[config.mk]
export PLATFORM = sky130hd
export DESIGN_NAME = button_hold_mode_controller_unit
export DESIGN_NICKNAME = d
export VERILOG_FILES = /design/src/hdl/bhmc_pkg.sv /design/src/hdl/button_hold_mode_controller_unit.sv
export SDC_FILE = /design/constraint.sdc
export NUM_CORES = 1
export LEC_CHECK = 0
export BUFFER_PORTS_ARGS = -buffer_cell sky130_fd_sc_hd__buf_2
export CAP_MARGIN = 40
export CORE_MARGIN = 2
export CORE_UTILIZATION = 65
export DETAILED_ROUTE_END_ITERATION = 7
export HOLD_SLACK_MARGIN = 0.08
export PLACE_DENSITY = 0.83
export SYNTH_ARGS = -nofsm -noshare
export SYNTH_HDL_FRONTEND = slang
export SYNTH_SLANG_ARGS = --single-unit
[constraint.sdc]
create_clock -name clk -period 8 [get_ports clk]
set_clock_uncertainty 0.2 [all_clocks]
set_input_delay 1.2 -clock clk [delete_from_list [all_inputs] [get_ports clk]]
set_output_delay 1.2 -clock clk [all_outputs]
set_load 0.05 [all_outputs]
[src/hdl/bhmc_pkg.sv]
// ----------------------------------------------------------------------------
// Button hold mode controller package
// Mode encodings, button bit positions, command codes and register indexes.
// ----------------------------------------------------------------------------
package bhmc_pkg;

  // Internal mode state, one-hot.
  typedef enum logic [2:0] {
    MODE_ST_STATUS   = 3'b001,
    MODE_ST_THRUSTER = 3'b010,
    MODE_ST_WINDLASS = 3'b100
  } mode_state_t;

  // Mode as reported on the result channel.
  typedef logic [1:0] mode_code_t;
  localparam mode_code_t MODE_CODE_STATUS   = 2'd0;
  localparam mode_code_t MODE_CODE_THRUSTER = 2'd1;
  localparam mode_code_t MODE_CODE_WINDLASS = 2'd2;
  localparam mode_code_t MODE_CODE_UNUSED   = 2'd3;

  // Pressed set, one bit per button.
  typedef logic [4:0] button_set_t;
  localparam button_set_t KEY_NONE  = 5'b00000;
  localparam button_set_t KEY_LEFT  = 5'b00001;
  localparam button_set_t KEY_RIGHT = 5'b00010;
  localparam button_set_t KEY_UP    = 5'b00100;
  localparam button_set_t KEY_DOWN  = 5'b01000;
  localparam button_set_t KEY_OK    = 5'b10000;

  // Thruster commands.
  typedef logic [1:0] thruster_cmd_t;
  localparam thruster_cmd_t TCMD_STOP      = 2'd0;
  localparam thruster_cmd_t TCMD_RUN_PLUS  = 2'd1;
  localparam thruster_cmd_t TCMD_RUN_MINUS = 2'd2;

  // Windlass commands.
  typedef logic [2:0] windlass_cmd_t;
  localparam windlass_cmd_t WCMD_STOP        = 3'd0;
  localparam windlass_cmd_t WCMD_RUN_PLUS    = 3'd1;
  localparam windlass_cmd_t WCMD_RUN_MINUS   = 3'd2;
  localparam windlass_cmd_t WCMD_FORCE_PLUS  = 3'd3;
  localparam windlass_cmd_t WCMD_FORCE_MINUS = 3'd4;

  // Configuration registers.
  typedef logic [0:0] cfg_index_t;
  localparam cfg_index_t CFG_LONG_PRESS  = 1'b0;
  localparam cfg_index_t CFG_SHORT_PRESS = 1'b1;

  localparam logic [15:0] LONG_PRESS_RESET  = 16'd3000;
  localparam logic [15:0] SHORT_PRESS_RESET = 16'd100;

  function automatic mode_code_t mode_code(input mode_state_t st);
    mode_code_t code;
    case (st)
      MODE_ST_THRUSTER: code = MODE_CODE_THRUSTER;
      MODE_ST_WINDLASS: code = MODE_CODE_WINDLASS;
      default:          code = MODE_CODE_STATUS;
    endcase
    return code;
  endfunction

endpackage

[src/hdl/button_hold_mode_controller_unit.sv]
// ----------------------------------------------------------------------------
// Button hold mode controller
// Tracks the pressed button set and its hold time, switches between status,
// thruster and windlass modes on a long OK press, and issues motor commands.
// ----------------------------------------------------------------------------
//
//  Channel | Direction | Handshake             | Payload
//  --------+-----------+-----------------------+------------------------------
//  in      | sink      | in_valid / in_stall   | five pin levels, now_ms
//  out     | source    | out_valid / out_stall | mode, commands, pressed set
//  cfg     | sink      | cfg_valid / cfg_ready | cfg_index, cfg_data
//
//  One sample is accepted per cycle while in_stall is low. A sample is
//  captured in the input register, evaluated there and lands in the result
//  register when the result register can take a value. The hold state is
//  updated in the cycle the sample moves into the result register, so
//  back-to-back samples see each other's updates. A stall on the result
//  side holds the result register and then the input register; in_stall
//  rises only when both are full. Reset puts the block in thruster mode
//  with nothing pressed, a zero change time and default thresholds.
//  Configuration writes are always ready and take effect at once.
//
module button_hold_mode_controller_unit import bhmc_pkg::*; #(
  parameter int TIME_BITS = 32
) (
  input  logic                 clk,
  input  logic                 rst,
  // Sample channel
  input  logic                 in_valid,
  output logic                 in_stall,
  input  logic                 left_level,
  input  logic                 right_level,
  input  logic                 up_level,
  input  logic                 down_level,
  input  logic                 ok_level,
  input  logic [TIME_BITS-1:0] now_ms,
  // Result channel
  output logic                 out_valid,
  input  logic                 out_stall,
  output logic [1:0]           mode,
  output logic                 thruster_valid,
  output logic [1:0]           thruster_cmd,
  output logic                 windlass_valid,
  output logic [2:0]           windlass_cmd,
  output logic                 any_pressed,
  output logic [4:0]           pressed_set,
  // Configuration channel
  input  logic                 cfg_valid,
  output logic                 cfg_ready,
  input  logic [0:0]           cfg_index,
  input  logic [15:0]          cfg_data
);

  // --------------------------------------------------------------------------
  // Configuration registers. Writes are accepted in every cycle.
  // --------------------------------------------------------------------------
  logic [15:0] long_press_ms;
  logic [15:0] short_press_ms;

  assign cfg_ready = 1'b1;

  always_ff @(posedge clk) begin
    if (rst) begin
      long_press_ms  <= LONG_PRESS_RESET;
      short_press_ms <= SHORT_PRESS_RESET;
    end else if (cfg_valid && cfg_ready) begin
      case (cfg_index)
        CFG_LONG_PRESS:  long_press_ms  <= cfg_data;
        CFG_SHORT_PRESS: short_press_ms <= cfg_data;
        default: ;
      endcase
    end
  end

  // --------------------------------------------------------------------------
  // Input register. The pin levels are active low, so the pressed set is
  // simply their inverse and is formed on the way in.
  // --------------------------------------------------------------------------
  logic                 s1_valid;
  button_set_t          s1_set;
  logic [TIME_BITS-1:0] s1_now;
  logic                 s1_advance;
  logic                 in_accept;

  // The input register empties whenever the result register can take a value.
  assign s1_advance = !out_valid || !out_stall;
  assign in_stall   = s1_valid && !s1_advance;
  assign in_accept  = in_valid && !in_stall;

  always_ff @(posedge clk) begin
    if (rst) begin
      s1_valid <= 1'b0;
    end else if (in_accept) begin
      s1_valid <= 1'b1;
    end else if (s1_advance) begin
      s1_valid <= 1'b0;
    end
  end

  always_ff @(posedge clk) begin
    if (in_accept) begin
      s1_set <= ~{ok_level, down_level, up_level, right_level, left_level};
      s1_now <= now_ms;
    end
  end

  // --------------------------------------------------------------------------
  // Hold state and evaluation of the sample in the input register.
  // --------------------------------------------------------------------------
  mode_state_t          mode_state;
  mode_state_t          mode_state_next;
  button_set_t          prev_set;
  logic [TIME_BITS-1:0] change_time;
  logic [TIME_BITS-1:0] change_time_next;

  logic                 set_changed;
  logic [TIME_BITS-1:0] base_time;
  logic [TIME_BITS-1:0] elapsed;
  logic                 past_long;
  logic                 past_short;
  logic                 ok_long;
  logic                 switch_mode;
  logic                 tv;
  thruster_cmd_t        tc;
  logic                 wv;
  windlass_cmd_t        wc;
  logic                 s1_fire;

  assign s1_fire = s1_valid && s1_advance;

  // A new set restarts the hold timer before any combination is checked,
  // which makes the elapsed time zero for that sample.
  assign set_changed = (s1_set != prev_set);
  assign base_time   = set_changed ? s1_now : change_time;
  assign elapsed     = s1_now - base_time;
  assign past_long   = elapsed > TIME_BITS'(long_press_ms);
  assign past_short  = elapsed > TIME_BITS'(short_press_ms);
  assign ok_long     = (s1_set == KEY_OK) && past_long;

  always_comb begin
    mode_state_next = mode_state;
    switch_mode     = 1'b0;
    tv              = 1'b0;
    tc              = TCMD_STOP;
    wv              = 1'b0;
    wc              = WCMD_STOP;
    case (mode_state)
      MODE_ST_STATUS: begin
        if (ok_long) begin
          mode_state_next = MODE_ST_THRUSTER;
          switch_mode     = 1'b1;
        end
      end
      MODE_ST_THRUSTER: begin
        if (ok_long) begin
          mode_state_next = MODE_ST_WINDLASS;
          switch_mode     = 1'b1;
        end else begin
          // A thruster command goes out on every sample that does not switch.
          tv = 1'b1;
          if (past_short && s1_set == KEY_RIGHT) begin
            tc = TCMD_RUN_PLUS;
          end else if (past_short && s1_set == KEY_LEFT) begin
            tc = TCMD_RUN_MINUS;
          end
        end
      end
      MODE_ST_WINDLASS: begin
        if (ok_long) begin
          mode_state_next = MODE_ST_STATUS;
          switch_mode     = 1'b1;
        end else begin
          wv = 1'b1;
          if (past_short) begin
            case (s1_set)
              KEY_UP:            wc = WCMD_RUN_PLUS;
              KEY_DOWN:          wc = WCMD_RUN_MINUS;
              KEY_UP | KEY_OK:   wc = WCMD_FORCE_PLUS;
              KEY_DOWN | KEY_OK: wc = WCMD_FORCE_MINUS;
              default:           wc = WCMD_STOP;
            endcase
          end
        end
      end
      default: begin
        // A corrupted mode falls back to status without touching the timer.
        mode_state_next = MODE_ST_STATUS;
      end
    endcase
  end

  // A mode switch restarts the hold timer as well.
  assign change_time_next = (set_changed || switch_mode) ? s1_now : change_time;

  always_ff @(posedge clk) begin
    if (rst) begin
      mode_state  <= MODE_ST_THRUSTER;
      prev_set    <= KEY_NONE;
      change_time <= '0;
    end else if (s1_fire) begin
      mode_state  <= mode_state_next;
      prev_set    <= s1_set;
      change_time <= change_time_next;
    end
  end

  // --------------------------------------------------------------------------
  // Result register.
  // --------------------------------------------------------------------------
  always_ff @(posedge clk) begin
    if (rst) begin
      out_valid <= 1'b0;
    end else if (s1_fire) begin
      out_valid <= 1'b1;
    end else if (!out_stall) begin
      out_valid <= 1'b0;
    end
  end

  always_ff @(posedge clk) begin
    if (s1_fire) begin
      mode           <= mode_code(mode_state_next);
      thruster_valid <= tv;
      thruster_cmd   <= tc;
      windlass_valid <= wv;
      windlass_cmd   <= wc;
      any_pressed    <= (s1_set != KEY_NONE);
      pressed_set    <= s1_set;
    end
  end

`ifndef SYNTH
  // The mode state never leaves its one-hot encoding.
  a_mode_onehot: assert property (@(posedge clk) disable iff (rst)
    $onehot(mode_state))
    else $error("mode state is not one-hot");

  // At most one command channel is active in any result.
  a_cmd_exclusive: assert property (@(posedge clk) disable iff (rst)
    out_valid |-> !(thruster_valid && windlass_valid))
    else $error("thruster and windlass commands issued together");

  // Without a command the command fields read as stop.
  a_cmd_stop: assert property (@(posedge clk) disable iff (rst)
    out_valid |-> ((thruster_valid || thruster_cmd == TCMD_STOP) &&
                   (windlass_valid || windlass_cmd == WCMD_STOP)))
    else $error("command field set without a command");

  // The unused mode code never reaches the output.
  a_mode_code: assert property (@(posedge clk) disable iff (rst)
    out_valid |-> (mode != MODE_CODE_UNUSED))
    else $error("unused mode code reported");

  // The sample side stalls only when an item is waiting in the input register.
  a_stall_cause: assert property (@(posedge clk) disable iff (rst)
    in_stall |-> (s1_valid && out_valid && out_stall))
    else $error("input stalled without a full pipeline");
`endif

endmodule
# ---- Word-level counts from Yosys, hierarchy flattened
# Index checks and enable logic that the tools add are counted.
dict set report totals {
  regBits 126
  input_bits 59
  output_inout_bits 18
  elab_cells 76
}
dict set report classes {
  addsub 1
  order_cmp 2
  eq_ne 14
  n_mux 16
  bitwise 5
  n_reduce_logical 21
}
# op count
set ops {}
lappend ops {{$gt A32 B16 Y1} 2}
lappend ops {{$mux W32} 1}
lappend ops {{$sub A32 B32 Y32} 1}
lappend ops {{$eq A5 B5 Y1 const B} 3}
lappend ops {{$pmux W3 S4} 1}
lappend ops {{$mux W3} 3}
lappend ops {{$pmux W3 S3} 1}
lappend ops {{$reduce_or A3 Y1} 3}
lappend ops {{$mux W1} 8}
lappend ops {{$eq A3 B2 Y1 const B} 2}
lappend ops {{$eq A3 B3 Y1 const B} 2}
lappend ops {{$logic_and A1 B1 Y1} 6}
lappend ops {{$reduce_and A2 Y1} 3}
lappend ops {{$eq A5 B1 Y1 const B} 1}
lappend ops {{$eq A5 B2 Y1 const B} 1}
lappend ops {{$eq A5 B3 Y1 const B} 1}
lappend ops {{$eq A5 B4 Y1 const B} 1}
lappend ops {{$ne A5 B5 Y1} 1}
lappend ops {{$not A5 Y5} 1}
lappend ops {{$reduce_bool A5 Y1} 1}
lappend ops {{$logic_not A1 Y1} 4}
lappend ops {{$not A1 Y1} 4}
lappend ops {{$pmux W2 S2} 1}
lappend ops {{$eq A3 B1 Y1 const B} 1}
lappend ops {{other kinds (5)} 6}

# ---- Longest topological paths before layout
dict set report depth {
  depth_word 9
  depth_mapped 24
  depth_no_buf 22
}

# ---- Worst setup path after synthesis
# Ideal clock, no wire load.
dict set report synth_timing {
  path_type {register to register}
  start {register s1_set[3]}
  end {register windlass_cmd[1], data pin}
  setup_time_ps 176
  arrival_ps 4957
  t_required_ps 7624
  slack_ps 2667
  path_stages_with_launch 24
  n_path_buf 3
  period_less_slack_ps 5333
  path_cell_list {edfxtp_1 > clkbuf_1 > xor2_1 > nor3_1 > nand3_1 > buf_1 > mux2i_1 > fa_1 > a211oi_1 > o21a_1 > o21a_1 > o221ai_1 > xor2_1 > ha_1 > a21o_1 > a21o_1 > a21oi_1 > o21ai_0 > a21o_1 > a2111oi_4 > nand4_2 > and2_4 > buf_6 > nor4_1}
}
dict set report synth_between {
  elab_chain_cells 6
  word_cells_on_any_way 14
  cone_classes {1 x add/sub; 2 x order compare; 6 x eq/ne; 2 x mux; 1 x bitwise; 2 x reduce/logical}
}
# item line_no
set synth_rtl {}
lappend synth_rtl {{start: declaration} button_hold_mode_controller_unit.sv:80} ;# button_set_t s1_set;
lappend synth_rtl {{start signal: assignment} button_hold_mode_controller_unit.sv:102} ;# s1_set <= ~{ok_level, down_level, up_level, right_level, left_level};
lappend synth_rtl {{$ne A5 B5 Y1} button_hold_mode_controller_unit.sv:133} ;# assign set_changed = (s1_set != prev_set);
lappend synth_rtl {{$mux W32} button_hold_mode_controller_unit.sv:134} ;# assign base_time = set_changed ? s1_now : change_time;
lappend synth_rtl {{$sub A32 B32 Y32} button_hold_mode_controller_unit.sv:135} ;# assign elapsed = s1_now - base_time;
lappend synth_rtl {{$gt A32 B16 Y1, on equally long branches} {button_hold_mode_controller_unit.sv:136, button_hold_mode_controller_unit.sv:137}}
lappend synth_rtl {{$logic_and A1 B1 Y1 or $not A1 Y1 (tied branches)} n/a}
lappend synth_rtl {{$reduce_or A3 Y1 (no line)} n/a}
lappend synth_rtl {{end signal: assignment} button_hold_mode_controller_unit.sv:226} ;# windlass_cmd <= wc;
lappend synth_rtl {{end: declaration} button_hold_mode_controller_unit.sv:44} ;# output logic [2:0] windlass_cmd,
# Parallel ways exist; a longest one is shown, timed or not.
# A chain may end at the register's enable or synchronous reset.

# ---- Worst setup path in the final report
dict set report layout_timing {
  start {register s1_set[4]}
  end {register change_time[20]}
}
dict set report layout_between {
  elab_chain_cells 9
  word_cells_on_any_way 10
  cone_classes {1 x add/sub; 1 x order compare; 2 x eq/ne; 3 x mux; 3 x reduce/logical}
}
# item line_no
set layout_rtl {}
lappend layout_rtl {{$ne A5 B5 Y1} button_hold_mode_controller_unit.sv:133}
lappend layout_rtl {{$mux W32} button_hold_mode_controller_unit.sv:134}
lappend layout_rtl {{$sub A32 B32 Y32} button_hold_mode_controller_unit.sv:135}
lappend layout_rtl {{$gt A32 B16 Y1} button_hold_mode_controller_unit.sv:136} ;# assign past_long = elapsed > TIME_BITS'(long_press_ms);
lappend layout_rtl {{$logic_and A1 B1 Y1} button_hold_mode_controller_unit.sv:138} ;# assign ok_long = (s1_set == KEY_OK) && past_long;
lappend layout_rtl {{$mux W1} {button_hold_mode_controller_unit.sv:149, button_hold_mode_controller_unit.sv:155, button_hold_mode_controller_unit.sv:169}}
lappend layout_rtl {{$mux W1} n/a}
lappend layout_rtl {{$logic_or A1 B1 Y1 (*)} button_hold_mode_controller_unit.sv:193} ;# assign change_time_next = (set_changed || switch_mode) ? s1_now : change_time;
lappend layout_rtl {{$reduce_and A2 Y1 (no line) (*)} n/a}
lappend layout_rtl {{end signal: assignment} button_hold_mode_controller_unit.sv:203} ;# change_time <= change_time_next;
lappend layout_rtl {{end: declaration} button_hold_mode_controller_unit.sv:113} ;# logic [TIME_BITS-1:0] change_time;
# Mark *: on every way between the ends. The rest lies on a longest branch, timed or not.

==> results.ini <==
[drt]
wl_per_cell_um = 15.8
drtIter0Drc = 585
viasPerCell = 5.93
ant_nets = 0
routed_wl_mm = 17.3
drc = 0
vias = 6500
first_pass_iters = 6

[synth]
ys_types = 72
yosys_warnings = 0
synthCells = 880
synth_edf_count = 52
ys.flop_type = dfxtp_1
synth.cell_area_sq_mm = 0.00801
synth_seq_cells = 126
syn_avg_cell_area_sq_um = 9.11
synth.net_count = 1003
async_flop_share_pct = 0
ys_seq_area_share_pct = 38.0

[die]
dieHeight_um = 115
die_area_sq_mm = 0.0132
start_util_pct = 66.7
die_x_um = 115
io_pins = 77
core_sq_mm = 0.0120
rows = 40

[power_and_ir_drop]
ir_drop_v = 0.000199
p_sw_w = 0.000572
netSwitchingFraction_pct = 30.4
clkPwrFrac_pct = 37.3
p_per_area_mw_per_mm2 = 210
leakagePower_nw = 3.85
internal_power_w = 0.00131
pwr-share-comb_pct = 24.0
seqPwrFrac_pct = 38.6

[clock_network]
clk_path_buf_depth = 2
cts_max_level = 4
numCtsBuffers = 17
cts_resized = 0
clock_latency_ps = 430
cts_setup_buffers = 0
cts_tree = done
hold_buffers = 0
clock-root-buffer = clkbuf_16
clkTransAtPathRegs_ps = 60
clock_sinks = 126

[flow_run]
max_cap_viol_count = 0

[finish]
fin_nets = 1059
drive_above_1_share_pct = 13.4
fill_cells = 881
antenna_cells = 0
area_growth_pct = 11.9

[critical_path]
critPathLaunchType = flip-flop
crit_required_ps = 8150
path_cells = xor2_1 > nor3_1 > nand3_2 > mux2_2 > ha_1 > inv_1 > fa_1 > a211oi_1 > o21a_1 > o21a_1 > o221ai_1 > xor2_1 > ha_1 > nand4_1 > nor2_1 > a21o_1 > a2111oi_4 > and4_2 > o21ai_4 > buf_4 > mux2i_1
reg2reg_depth = 21
cp.buffers_inverters = 2
crit_type = flip-flop to flip-flop
worstPathMaxFanout = 21
end_kind = flip-flop
worst-path-stages = 21
cp.arrival_ps = 6420
cp_slowest_cell = edfxtp_1
crit_family = compound AO/OA/AOI/OAI gates
slowest_delay_ps = 510

[timing]
fin_setup_tns_ps = 0
hold_viol = 0
holdWs_ps = 258
max_freq_ghz = 0.159
min_period_over_period_pct = 78.4
rsz0062_at_grt = false
slew_headroom_pct = 42.8
period_needed_ps = 6270
worst_slew_pin_slew_ps = 858
timing.final.max_slew_violations = 0
finalSetupViolCount = 0

[global_routing]
antenna_found_initial = 0
grt_max_degree = 108
grt_pass1_wl_mm = 28.7
grt_pass1_vias = 6249
grt_usage_pct = 27.4
grt.overflow.total = 0

[hold_path]
holdPathStages = 2
worstHoldPathType = flip-flop to flip-flop

[run_status]
status = finished clean

[placed_design]
dpl.hpwl_mm = 12.5
numPortBuffers = 75
gp_congestion = 0.964

-- worst reg2reg max path, delay by kind of cell, from the launching register on --
family	cells	cell delay, ps
compound gates	7	1720
xor+xnor	2	430
fa+ha+maj	3	880
buf+inv	2	510
flops	1	510
mux	2	660
simple gates	5	1270
-- registers in the layout (all words and copies together) (netlist names) --
| name | flops |
|---|---|
| windlass_valid | 1 |
| pressed_set | 5 |
| long_press_ms | 16 |
| thruster_cmd | 2 |
| prev_set | 5 |
| mode | 2 |
| s1_valid | 1 |
| s1_set | 5 |
| change_time | 32 |
| short_press_ms | 16 |
| thruster_valid | 1 |
| any_pressed | 1 |
| out_valid | 1 |
| mode_state | 3 |
| s1_now | 32 |
| windlass_cmd | 3 |
-- cells in the final DEF, fill, tap and decap left out, types with 4 or more instances in the layout --
cell type	count
a21oi_1	79
xor2_1	11
o21a_1	9
nand3_1	12
mux2i_1	67
o21ai_1	5
nand2b_1	70
dfxtp_1	74
nand4_1	18
a21o_1	16
o211ai_1	9
a211o_1	8
ha_1	63
o21ai_0	23
nor2_1	51
inv_1	45
nand2_1	108
a211oi_1	7
nor3_1	19
nor4_1	4
nor2b_1	7
edfxtp_1	52
clkbuf_16	17
nand3b_1	4
clkinv_1	4
xnor2_1	12
o221ai_1	4
buf_2	75
buf_4	4
-- cell usage after synthesis (all sizes together) (29+ instances only) --
| master | count | area share (%) |
|---|---|---|
| nand2 | 108 | 5.1 |
| a21oi | 79 | 4.9 |
| dfxtp | 74 | 18 |
| nand2b | 70 | 5.5 |
| mux2i | 67 | 8.4 |
| ha | 63 | 9.8 |
| edfxtp | 52 | 19 |
| nor2 | 51 | 2.4 |
| inv | 45 | 2.1 |
| clkbuf | 31 | 1.5 |
| o21ai | 29 | 2.0 |
-- cell families (layout without fill, tap and decap cells) --
group	after synthesis	after routing	synth area share (%)
other	1	1	0.0468
buffers and inverters	89	158	4.64
AND/OR/NAND/NOR	318	318	20.4
adder cells (fa/ha/maj)	64	64	10.1
XOR/XNOR	23	23	2.51
AO/OA/AOI/OAI	190	190	15.7
flip-flops	126	126	38.0
multiplexers	69	69	8.65
-- area by class of cell --
cell class              instances  area [sq um]  share of cell area [%]
inverters                      46           173                    1.92
clock buffers                  20           437                    4.87
repair buffers                 80           425                    4.74
well taps                     147           184                    2.05
clock inverters                12          97.6                    1.09
flip-flops and latches        126          3040                    33.9
multi-input cells             665          4610                    51.4
-- stage by stage --
step	cell area, sq um	std cells	util [%]	worst slack, ps	power [W]
finish	8970	1096	74.7	1730	0.00188
CTS	8970	1096	74.7	1740	0.00188
detailed placement	8440	1064	70.2	1810	0.00118
floorplan	8010	880	-	2670	0.00108
global route	8970	1096	74.7	1260	0.00197
global placement	8420	1063	70.1	1970	0.00117
-- power groups by stage --
stage / sequential [W] / combinational [W] / clock (W)
floorplan: 0.000743 / 0.000334 / 0
global placement: 0.000738 / 0.000433 / 0
detailed placement: 0.000740 / 0.000441 / 0
CTS: 0.000727 / 0.000446 / 0.000708
global route: 0.000731 / 0.000504 / 0.000734
finish: 0.000727 / 0.000452 / 0.000703
-- final timing paths --
path | startpoint | to | slack, ps
max reg2reg | s1_set[4] | change_time[20] | 1730
min | long_press_ms[12] | long_press_ms[12] | 260
min reg2reg | long_press_ms[12] | long_press_ms[12] | 260
max | s1_set[4] | change_time[20] | 1730
-- routing by layer --
layer / share of wire, % / global-route usage, % / routed length [um]
met3: 5.6 / 6.91 / 974
met1: 47 / 35.9 / 8110
met5: 0 / 0 / 0
met4: 2.0 / 10.8 / 350
met2: 46 / 43.7 / 7880
Power figures use the tool's default switching activity.
